**config.mk**
```make
export PLATFORM = sky130hd
export DESIGN_NAME = add_sub_paren_expression_evaluator_core
export DESIGN_NICKNAME = d
export VERILOG_FILES = /design/src/rtl/aspe_pkg.sv /design/src/rtl/add_sub_paren_expression_evaluator_core.sv /design/src/rtl/aspe_stack_ram.sv /design/src/rtl/aspe_eval.sv /design/src/rtl/aspe_result.sv
export SDC_FILE = /design/constraint.sdc
export NUM_CORES = 1
export LEC_CHECK = 0
export BUFFER_PORTS_ARGS = -buffer_cell sky130_fd_sc_hd__buf_2
export CELL_PAD_IN_SITES_DETAIL_PLACEMENT = 1
export CELL_PAD_IN_SITES_GLOBAL_PLACEMENT = 1
export CORE_UTILIZATION = 50
export DETAILED_ROUTE_END_ITERATION = 8
export PLACE_DENSITY = 0.82
export SLEW_MARGIN = 20
export SYNTH_ARGS = -nofsm -noshare
export SYNTH_HDL_FRONTEND = slang
export SYNTH_HIERARCHICAL = 1
export SYNTH_SLANG_ARGS = --single-unit
```
**constraint.sdc**
```tcl
create_clock -name clk -period 13.22 [get_ports clk]
set_clock_uncertainty 0.1 [all_clocks]
set_input_delay 1.983 -clock clk [delete_from_list [all_inputs] [get_ports clk]]
set_output_delay 1.983 -clock clk [all_outputs]
set_load 0.1 [all_outputs]
```
**src/rtl/aspe_pkg.sv**
```systemverilog
// ----------------------------------------------------------------------------
// aspe_pkg
// shared types, constants and the character decoder of the evaluator
// ----------------------------------------------------------------------------
package aspe_pkg;

	localparam int VALUE_BITS = 32;
	localparam int MAX_NEST   = 16;
	localparam int LEVEL_BITS = $clog2(MAX_NEST + 1);
	localparam int ADDR_BITS  = (MAX_NEST > 1) ? $clog2(MAX_NEST) : 1;

	localparam logic [7:0] CH_OPEN  = 8'h28;
	localparam logic [7:0] CH_CLOSE = 8'h29;
	localparam logic [7:0] CH_PLUS  = 8'h2B;
	localparam logic [7:0] CH_MINUS = 8'h2D;
	localparam logic [7:0] CH_ZERO  = 8'h30;
	localparam logic [7:0] CH_NINE  = 8'h39;

	typedef enum logic [1:0] {
		ST_OK    = 2'd0,
		ST_UNBAL = 2'd1,
		ST_DEEP  = 2'd2
	} status_t;

	typedef enum logic [2:0] {
		CLS_DIGIT,
		CLS_PLUS,
		CLS_MINUS,
		CLS_OPEN,
		CLS_CLOSE,
		CLS_OTHER
	} char_class_t;

	typedef struct packed {
		logic [7:0] char_code;
		logic       last_char;
	} in_beat_t;

	typedef struct packed {
		logic signed [VALUE_BITS-1:0] value;
		status_t                      status;
	} out_beat_t;

	// one stack entry: saved sign and saved sum
	typedef struct packed {
		logic                  minus;
		logic [VALUE_BITS-1:0] sum;
	} stack_entry_t;

	// state after the last character, before the final fold
	typedef struct packed {
		logic [VALUE_BITS-1:0] sum;
		logic [VALUE_BITS-1:0] num;
		logic                  minus;
		logic                  open_left;
		status_t               err;
	} snap_t;

	function automatic char_class_t char_class(input logic [7:0] c);
		char_class_t cls;
		if (c inside {[CH_ZERO:CH_NINE]}) begin
			cls = CLS_DIGIT;
		end else begin
			case (c)
				CH_PLUS:  cls = CLS_PLUS;
				CH_MINUS: cls = CLS_MINUS;
				CH_OPEN:  cls = CLS_OPEN;
				CH_CLOSE: cls = CLS_CLOSE;
				default:  cls = CLS_OTHER;
			endcase
		end
		return cls;
	endfunction

endpackage

```
**src/rtl/add_sub_paren_expression_evaluator_core.sv**
```systemverilog
// ----------------------------------------------------------------------------
// add_sub_paren_expression_evaluator_core
// streaming evaluator for decimal sums and differences with parentheses
// ----------------------------------------------------------------------------
// one character beat is taken per clock, back to back, and the character
// stream of one expression ends with the beat marked last_char; that beat
// yields a single result beat (wrapping 32-bit value plus status) once it
// has passed the snapshot register and the queue; the next expression may
// follow at once. the rate of one character per cycle is set by the nesting
// stack: its ram always prefetches the entry below the next nest level, and a
// push that lands on the entry being prefetched is forwarded, so a ')' straight
// after a '(' costs nothing. the stack ram needs no clearing pass after reset.
// a result queue of two beats sits in front of the output, so character beats
// keep flowing while a result waits; input stalls only while two results are
// pending and the output side is not taking one in that cycle.
// digits, '+', '-', '(' and ')' are decoded, every other byte is skipped and
// does not end a number. errors (unbalanced or too deep nesting) are sticky
// for the rest of the expression and report value zero.
// ----------------------------------------------------------------------------
module add_sub_paren_expression_evaluator_core import aspe_pkg::*; (
	input  logic      clk,
	input  logic      arst_n,
	input  logic      in_valid,
	output logic      in_ready,
	input  in_beat_t  in_beat,
	output logic      out_valid,
	input  logic      out_ready,
	output out_beat_t out_beat
);

	// handshake on the character side
	logic  take;
	// state snapshot of a finished expression
	snap_t snap;
	logic  snap_valid;
	// result queue has space for one more expression
	logic  room;

	assign in_ready = room;
	assign take     = in_valid && in_ready;

	// character decode, running sum and ram-based nesting stack
	aspe_eval u_eval (
		.clk       (clk),
		.arst_n    (arst_n),
		.take      (take),
		.beat      (in_beat),
		.snap      (snap),
		.snap_valid(snap_valid)
	);

	// last fold, status and output queue
	aspe_result u_result (
		.clk       (clk),
		.arst_n    (arst_n),
		.snap      (snap),
		.snap_valid(snap_valid),
		.room      (room),
		.out_valid (out_valid),
		.out_ready (out_ready),
		.out_beat  (out_beat)
	);

endmodule

```
**src/rtl/aspe_stack_ram.sv**
```systemverilog
// ----------------------------------------------------------------------------
// aspe_stack_ram
// simple dual-port synchronous ram, one write and one registered read port
// ----------------------------------------------------------------------------
module aspe_stack_ram #(
	parameter int DEPTH = 16,
	parameter int WIDTH = 33
) (
	input  logic                                     clk,
	input  logic                                     wr_en,
	input  logic [((DEPTH > 1) ? $clog2(DEPTH) : 1)-1:0] wr_addr,
	input  logic [WIDTH-1:0]                         wr_data,
	input  logic [((DEPTH > 1) ? $clog2(DEPTH) : 1)-1:0] rd_addr,
	output logic [WIDTH-1:0]                         rd_data
);

	logic [WIDTH-1:0] mem [DEPTH];

	always_ff @(posedge clk) begin
		if (wr_en) begin
			mem[wr_addr] <= wr_data;
		end
	end

	// read-first: a same-address write is forwarded by the user
	always_ff @(posedge clk) begin
		rd_data <= mem[rd_addr];
	end

endmodule

```
**src/rtl/aspe_eval.sv**
```systemverilog
// ----------------------------------------------------------------------------
// aspe_eval
// per-character state update with the nesting stack held in ram
// ----------------------------------------------------------------------------
module aspe_eval import aspe_pkg::*; (
	input  logic     clk,
	input  logic     arst_n,
	input  logic     take,
	input  in_beat_t beat,
	output snap_t    snap,
	output logic     snap_valid
);

	logic [VALUE_BITS-1:0] sum_q, num_q;
	logic                  minus_q;
	logic [LEVEL_BITS-1:0] level_q;
	status_t               err_q;
	logic                  fwd_hit_q;
	stack_entry_t          fwd_data_q;

	logic [VALUE_BITS-1:0] n_sum, n_num, num_x10, folded, popped;
	logic                  n_minus;
	logic [LEVEL_BITS-1:0] n_level, upd_level, rd_level;
	status_t               n_err;
	char_class_t           cls;
	logic [7:0]            digit_off;
	logic                  push;
	logic [ADDR_BITS-1:0]  wr_addr, rd_addr;
	stack_entry_t          wr_entry, rd_entry, top;

	aspe_stack_ram #(
		.DEPTH(MAX_NEST),
		.WIDTH(VALUE_BITS + 1)
	) u_ram (
		.clk    (clk),
		.wr_en  (take && push),
		.wr_addr(wr_addr),
		.wr_data(wr_entry),
		.rd_addr(rd_addr),
		.rd_data(rd_entry)
	);

	// top of stack, prefetched in the cycle before; a forwarded push wins over the ram
	assign top = fwd_hit_q ? fwd_data_q : rd_entry;

	always_comb begin
		cls       = char_class(beat.char_code);
		digit_off = beat.char_code - CH_ZERO;
		num_x10   = (num_q << 3) + (num_q << 1) + VALUE_BITS'(digit_off[3:0]);
		folded    = minus_q ? sum_q - num_q : sum_q + num_q;
		popped    = top.minus ? top.sum - folded : top.sum + folded;

		n_sum   = sum_q;
		n_num   = num_q;
		n_minus = minus_q;
		n_level = level_q;
		n_err   = err_q;
		push    = 1'b0;

		if (err_q == ST_OK) begin
			case (cls)
				CLS_DIGIT: begin
					n_num = num_x10;
				end
				CLS_PLUS, CLS_MINUS: begin
					n_sum   = folded;
					n_num   = '0;
					n_minus = (cls == CLS_MINUS);
				end
				CLS_OPEN: begin
					n_sum = folded;
					n_num = '0;
					if (level_q >= LEVEL_BITS'(MAX_NEST)) begin
						n_err = ST_DEEP;
					end else begin
						push    = 1'b1;
						n_level = level_q + LEVEL_BITS'(1);
						n_sum   = '0;
						n_minus = 1'b0;
					end
				end
				CLS_CLOSE: begin
					n_sum = folded;
					n_num = '0;
					if (level_q == '0) begin
						n_err = ST_UNBAL;
					end else begin
						n_level = level_q - LEVEL_BITS'(1);
						n_sum   = popped;
						n_minus = top.minus;
					end
				end
				default: begin
				end
			endcase
		end

		wr_addr  = level_q[ADDR_BITS-1:0];
		wr_entry = '{minus: minus_q ? 1'b1 : 1'b0, sum: folded};
		wr_entry.minus = minus_q;

		// level after this cycle decides which entry is on top next cycle
		if (!take) begin
			upd_level = level_q;
		end else if (beat.last_char) begin
			upd_level = '0;
		end else begin
			upd_level = n_level;
		end
		rd_level = upd_level - LEVEL_BITS'(1);
		rd_addr  = rd_level[ADDR_BITS-1:0];

		snap.sum       = n_sum;
		snap.num       = n_num;
		snap.minus     = n_minus;
		snap.open_left = (n_level != '0);
		snap.err       = n_err;
		snap_valid     = take && beat.last_char;
	end

	always_ff @(posedge clk or negedge arst_n) begin
		if (!arst_n) begin
			sum_q     <= '0;
			num_q     <= '0;
			minus_q   <= 1'b0;
			level_q   <= '0;
			err_q     <= ST_OK;
			fwd_hit_q <= 1'b0;
		end else begin
			fwd_hit_q <= take && push && (wr_addr == rd_addr);
			if (take) begin
				if (beat.last_char) begin
					sum_q   <= '0;
					num_q   <= '0;
					minus_q <= 1'b0;
					level_q <= '0;
					err_q   <= ST_OK;
				end else begin
					sum_q   <= n_sum;
					num_q   <= n_num;
					minus_q <= n_minus;
					level_q <= n_level;
					err_q   <= n_err;
				end
			end
		end
	end

	always_ff @(posedge clk) begin
		fwd_data_q <= wr_entry;
	end

endmodule

```
**src/rtl/aspe_result.sv**
```systemverilog
// ----------------------------------------------------------------------------
// aspe_result
// final fold of the pending number, status decision and a two-deep result queue
// ----------------------------------------------------------------------------
module aspe_result import aspe_pkg::*; (
	input  logic      clk,
	input  logic      arst_n,
	input  snap_t     snap,
	input  logic      snap_valid,
	output logic      room,
	output logic      out_valid,
	input  logic      out_ready,
	output out_beat_t out_beat
);

	localparam int QDEPTH = 2;
	localparam int CBITS  = $clog2(QDEPTH + 1);
	localparam int PBITS  = $clog2(QDEPTH);

	snap_t                 snap_s1;
	logic                  valid_s1;
	out_beat_t             ent_q [QDEPTH];
	logic [CBITS-1:0]      count_q, occ;
	logic [PBITS-1:0]      rd_ptr_q, wr_ptr_q;
	logic [VALUE_BITS-1:0] folded;
	out_beat_t             fin;
	logic                  pop;

	always_comb begin
		folded = snap_s1.minus ? snap_s1.sum - snap_s1.num : snap_s1.sum + snap_s1.num;
		if (snap_s1.err != ST_OK) begin
			fin.value  = '0;
			fin.status = snap_s1.err;
		end else if (snap_s1.open_left) begin
			fin.value  = '0;
			fin.status = ST_UNBAL;
		end else begin
			fin.value  = signed'(folded);
			fin.status = ST_OK;
		end
	end

	assign out_valid = (count_q != '0);
	assign out_beat  = ent_q[rd_ptr_q];
	assign pop       = out_valid && out_ready;
	assign occ       = count_q + CBITS'(valid_s1);
	assign room      = (occ != CBITS'(QDEPTH)) || pop;

	always_ff @(posedge clk or negedge arst_n) begin
		if (!arst_n) begin
			valid_s1 <= 1'b0;
			count_q  <= '0;
			rd_ptr_q <= '0;
			wr_ptr_q <= '0;
		end else begin
			valid_s1 <= snap_valid;
			if (valid_s1) begin
				wr_ptr_q <= wr_ptr_q + PBITS'(1);
			end
			if (pop) begin
				rd_ptr_q <= rd_ptr_q + PBITS'(1);
			end
			count_q <= count_q + CBITS'(valid_s1) - CBITS'(pop);
		end
	end

	always_ff @(posedge clk) begin
		if (snap_valid) begin
			snap_s1 <= snap;
		end
		if (valid_s1) begin
			ent_q[wr_ptr_q] <= fin;
		end
	end

endmodule

```
# Yosys cells after proc, flatten, opt, wreduce, memory -nomap -nowiden
# Memories as Yosys holds them, arrays and structs flattened. A register that Yosys moved wholly into a read port is not among the register bits.
# Index checks and enable logic that the tools add are counted.
# classes
n_addsub	16
magnitude_cmp	3
n_eq_ne	10
n_mux	39
n_reduce_logical	15
# ops
operator	n
$mux W32	9
$add A32 B32 Y32	4
$pmux W32 S3	1
$sub A32 B32 Y32	3
$mux W34	2
$pmux W32 S2	1
$mux W33	1
$add A32 B4 Y32	1
$eq A8 B6 Y1 const B	4
$mux W5	5
$pmux W3 S4	1
$mux W1	11
$pmux W5 S2	1
$ge A8 B6 Y1 const B	1
$le A8 B6 Y1 const B	1
$mux W2	4
$sub A4 B1 Y4 const B	2
$eq A3 B2 Y1 const B	2
$logic_and A1 B1 Y1	6
$add A5 B1 Y5 const B	1
$ge A5 B5 Y1 const B	1
$logic_not A5 Y1	1
$reduce_bool A5 Y1	1
$sub A5 B1 Y5 const B	1
other kinds (16)	18
# totals
reg_bits	179
ramBits	596
input_bits	13
out_inout_bits	36
word_cells	102
n_memories	2
# mem_list
name	depth	word_bits	rd	rd_ports_with_merged_regs	wr	line_no	text
u_eval.u_ram.mem	16	33	1	1	1	aspe_stack_ram.sv:17	logic [WIDTH-1:0] mem [DEPTH];
u_result.ent_q	2	34	1	0	1	aspe_result.sv:22	out_beat_t ent_q [QDEPTH];

# Longest topological paths before layout
# depth
word_depth	11
depth_mapped	31
mapped_depth_nobuf	30

# By module
# Netlist, hierarchy kept.
# by_module_without_submodules
module	instances	cells_per_inst	area_each_um2	seq_area_each_um2
aspe_stack_ram	1	864	20631.0	16515.8
aspe_eval	1	1508	12044.1	2487.4
aspe_result	1	597	7410.9	4209.0
add_sub_paren_expression_evaluator_core	1	1	6.3	0.0

# Worst setup path before layout
# OpenSTA, ideal clock, no wires.
# synth_timing
path_kind	reg-to-reg
from	register u_eval.num_q[6]
to	register u_result/snap_s1[67] (netlist bit) (data pin)
setup_ns	0.262
arrival_ns	7.528
required_ns	12.858
slack_ns	5.330
stages_incl_launch_ff	28
path_cell_list	dfrtp_1 > or3_1 > or3_4 > or4_2 > nor2_1 > a21oi_1 > xnor2_1 > ha_1 > nand2_1 > o21ai_1 > nor4_1 > a2111oi_1 > nor2_1 > o21ai_0 > nor2_1 > a21oi_1 > xnor2_1 > ha_1 > and3_1 > a31oi_1 > nand2_1 > o41ai_1 > o21ai_0 > a221oi_1 > xnor2_2 > xnor2_1 > a221oi_2 > nor3_1
# synth_lines
element	line_no	text
from (decl)	aspe_eval.sv:14	logic [VALUE_BITS-1:0] sum_q, num_q;
from (signal assigned)	aspe_eval.sv:140	num_q <= n_num;
to (signal assigned)	aspe_result.sv:69	snap_s1 <= snap;
to (decl)	aspe_result.sv:20	snap_t snap_s1;

# Final worst setup path
# layout_timing
from	register u_eval.num_q[6]
to	register u_eval.sum_q[30]
# layout_via
elab_chain_cells	8
# layout_rtl
element	line_no	text
$add A32 B32 Y32 or $sub A32 B32 Y32 (tied branches)	aspe_eval.sv:50	folded = minus_q ? sum_q - num_q : sum_q + num_q;
$mux W32 *	aspe_eval.sv:50	
net u_eval.folded[13]	aspe_eval.sv:21	logic [VALUE_BITS-1:0] n_sum, n_num, num_x10, folded, popped;
$add A32 B32 Y32 or $sub A32 B32 Y32 (tied branches)	aspe_eval.sv:51	popped = top.minus ? top.sum - folded : top.sum + folded;
$mux W32 *	aspe_eval.sv:51	
$mux W32 *	aspe_eval.sv:85	if (level_q == '0) begin
$pmux W32 S3 *	aspe_eval.sv:61	case (cls)
$mux W32 *	aspe_eval.sv:60	if (err_q == ST_OK) begin
$mux W32 *	aspe_eval.sv:132	if (beat.last_char) begin
to (signal assigned)	aspe_eval.sv:139	sum_q <= n_sum;
to (decl)	aspe_eval.sv:14	
# The timed path passes the listed nets; every way through them passes the cells marked *.
# A chain may end at the register's enable or synchronous reset.

==> run summary <==
### Status
- finished clean — result of the run

### Logic synthesis
- 2970 — gate count of the mapped netlist
- 3148 — syn nets
- compound AO/OA/AOI/OAI gates — largest family of logic cells by synthesized area
- 664 — number of synthesized flops with an enable pin
- 0.0431 — xor-xnor portion of the synthesized cell area
- 0.117 — compound-cell area share of the yosys netlist
- 0.579 — portion of the post-synthesis area used by sequential elements
- 40100 sq um — post-synthesis cell area
- 6 — number of synthesis warnings
- 808 — post-synthesis sequential element count
- 101 — Unique masters post-synth
- 0.0965 — FFs w/ async S/R, synth
- 0.0975 — multiplexer share of the synthesized area
- 0.0854 — Simple-Gate Fraction of Synth Area
- sky130_fd_sc_hd__edfxtp_1 — most frequently used flop master after synthesis
- 13.5 sq um — mean instance size in the synthesized netlist
- 0.0524 — arithmetic-cell share of the synthesized area counting full adders, half adders and majority gates

### STA
- 0 — endpoints failing hold
- 118 MHz — maximum operating frequency
- 0 — final number of setup-violating endpoints
- 0.211 — headroom to the max-slew limit
- 0 ps — Total Neg Setup Slack
- 8490 ps — final critical-path required period
- false — unrepaired setup endpoints after global routing
- 0.642 — final critical-path share of the clock period
- 4730 ps — Worst Slack Setup Final
- 0 — total count of max-transition violations in the final report
- 1170 ps — pin slew with the least headroom to its limit

### Clock tree
- 3 — total number of H-tree levels
- 3 — maximum number of buffers from clock root to sink
- 85 — total CTS buffers
- 808 — number of sinks on the clock net
- built — TritonCTS clock tree
- 0 — Post CTS Setup Buffer Count
- 0 — post-cts repair resize count
- 0 — number of hold buffers added after CTS
- 60 ps — clock transition at the register clock pins on the worst setup and hold paths after CTS
- 650 ps — clock latency at the later pin of the worst-skew pair
- sky130_fd_sc_hd__clkbuf_16 — root buf cell

### Die
- 103 — number of core rows
- 81300 sq um — Die Outline Area
- 0.507 — initial core utilization
- 285 microns — Die Span Y
- 285 microns — horizontal extent of the die
- 49 — IO Pins
- 79100 sq um — core area

### Pwr
- 190 uV — Worst IR Drop VDD
- 229 nW/um^2 — power per cell area
- 16.5 nW — static leakage

### Final layout
- 10.8% — synthesis-to-layout area growth
- 4152 — post-route non-filler standard cell count
- 23200 sq um — register area
- 7655 — fill cell count
- sky130_fd_sc_hd__edfxtp_1 — most common cell after layout, fill and taps aside
- 16100 sq um — area taken by multi-input logic gates
- 664 x sky130_fd_sc_hd__edfxtp_1, 185 x sky130_fd_sc_hd__nand2_1, 177 x sky130_fd_sc_hd__nor2_1, 160 x sky130_fd_sc_hd__ha_1, 159 x sky130_fd_sc_hd__a21oi_1 — highest-count cells in the layout ignoring fill and taps
- 0.161 — fraction of layout instances using a drive strength above 1
- 3208 — net count of the finished layout

### Placed design
- 3990 — dpl cells
- 0.927 — Final Wtd Congestion
- 74.2 mm — Detailed Place HPWL
- 4780 ps — worst setup timing slack at the placement stage
- 48 — number of buffers inserted by port buffering

### Setup path
- 20 — Max FO, Critical Path
- flip-flop — crit path launch type
- 8910 ps — signal arrival time at the worst endpoint
- flip-flop — endpoint type of the worst setup path
- sky130_fd_sc_hd__o31ai_1 — master of the slowest instance on the critical path
- 1 — CP Buf/Inv Count
- 480 ps — largest incremental delay on the critical path
- flip-flop to flip-flop — Worst Path Class, Setup
- 13650 ps — required time of the critical path
- simple AND/OR/NAND/NOR gates — dominant delay contributor by cell family on the critical path

### Drt
- 114 mm — wire length after detailed routing
- 0 — Post-route DRC
- 6.37 — drt via density
- 5 — detailed-router iteration count before antenna repair
- 26400 — total number of vias
- 0 — Post-DRT Antenna Nets
- 27.3 microns — mean routed wirelength per cell
- 2088 — DR iter-0 viols

### GRT
- 2 — initial antenna violation count
- 0.279 — GRT Total Usage
- 27700 — number of global-route vias before repair
- 115 — maximum number of pins on one net before global-route repair
- 172 mm — first-pass GRT wire length
- 0 — total congestion overflow after global routing

### Worst hold path
- flip-flop to flip-flop — type of the worst min-delay path

### Run
- 0 — total of max-cap violations

==> metrics by stage <==
| stage | hold slack, ps | power, W | area (sq um) | utilization |
|---|---|---|---|---|
| floorplan | 355 | 0.00653 | 40100 | - |
| global placement | 391 | 0.00759 | 41600 | 0.525 |
| detailed placement | 399 | 0.00779 | 41600 | 0.525 |
| CTS | 429 | 0.0102 | 44300 | 0.560 |
| global route | 448 | 0.0106 | 44400 | 0.561 |
| finish | 423 | 0.0102 | 44400 | 0.561 |
==> cell usage after synthesis, types with 54 or more instances <==
master / count / share of area
sky130_fd_sc_hd__xor2_1: 54 / 0.012
sky130_fd_sc_hd__mux2_2: 66 / 0.019
sky130_fd_sc_hd__mux4_2: 113 / 0.063
sky130_fd_sc_hd__o21ai_0: 120 / 0.015
sky130_fd_sc_hd__nor3_1: 60 / 0.0075
sky130_fd_sc_hd__a22oi_1: 85 / 0.016
sky130_fd_sc_hd__clkbuf_1: 92 / 0.0086
sky130_fd_sc_hd__nand3_1: 66 / 0.0082
sky130_fd_sc_hd__nor2_1: 193 / 0.018
sky130_fd_sc_hd__xnor2_1: 134 / 0.029
sky130_fd_sc_hd__inv_1: 72 / 0.0067
sky130_fd_sc_hd__edfxtp_1: 664 / 0.50
sky130_fd_sc_hd__a21oi_1: 160 / 0.020
sky130_fd_sc_hd__dfrtp_1: 78 / 0.049
sky130_fd_sc_hd__a22o_1: 59 / 0.013
sky130_fd_sc_hd__nand2_1: 185 / 0.017
sky130_fd_sc_hd__ha_1: 160 / 0.050
sky130_fd_sc_hd__dfxtp_1: 66 / 0.033
==> report_power, final <==
part / switching (W) / internal (W) / total [W]
clock network: 0.00100 / 0.00136 / 0.00236
registers: 0.0000618 / 0.00359 / 0.00365
logic: 0.00287 / 0.00128 / 0.00415
==> layout make-up <==
cell class                 count  area share
antenna                        1   0.0000563
clock buffer                 111      0.0517
clock inverter                47      0.0110
inverter                      72     0.00614
multi-input combinational   1952       0.362
sequential                   808       0.523
tap                         1050      0.0296
timing repair buffer         111      0.0173
==> path summary, 6_finish.rpt <==
path                       slack [ps]  cells past startpoint                       endpoint                           from
max                              4730                     30   u_eval/sum_q[30]$_DFFE_PN0P_    u_eval/num_q[6]$_DFFE_PN0P_
min                               420                      1  u_result/wr_ptr_q$_DFFE_PN0P_  u_result/wr_ptr_q$_DFFE_PN0P_
min in group asynchronous        1100                      1    u_eval/level_q[3]$_DFF_PN0_                         arst_n
max in group asynchronous       10640                      2   u_eval/sum_q[27]$_DFFE_PN0P_                         arst_n
max reg2reg                      4730                     30   u_eval/sum_q[30]$_DFFE_PN0P_    u_eval/num_q[6]$_DFFE_PN0P_
min reg2reg                       420                      1  u_result/wr_ptr_q$_DFFE_PN0P_  u_result/wr_ptr_q$_DFFE_PN0P_
==> flip-flops by register name, indices dropped and copies added (netlist names), 5 cells and up <==
| register | count |
|---|---|
| u_eval/fwd_data_q | 33 |
| u_eval/level_q | 5 |
| u_eval/num_q | 32 |
| u_eval/sum_q | 32 |
| u_eval/u_ram/mem | 528 |
| u_eval/u_ram/rd_data | 33 |
| u_result/ent_q | 68 |
| u_result/snap_s1 | 68 |
==> routing by layer <==
| layer | vias up | part of all wire | global-route usage |
|---|---|---|---|
| li1 | 11600 | - | - |
| met1 | 13700 | 0.43 | 0.382 |
| met2 | 941 | 0.49 | 0.473 |
| met3 | 175 | 0.057 | 0.0318 |
| met4 | 2 | 0.023 | 0.0757 |
| met5 | - | 0.00011 | 0 |
==> cell families (layout without fill, tap and decap cells) <==
family / Yosys count / after routing
AO/OA/AOI/OAI: 689 / 689
multiplexers: 210 / 210
adder cells (fa/ha/maj): 165 / 165
other: 0 / 1
XOR/XNOR: 192 / 192
flip-flops: 808 / 808
buffers and inverters: 210 / 341
AND/OR/NAND/NOR: 696 / 696
No activity file was read; power rests on OpenSTA's default activity.
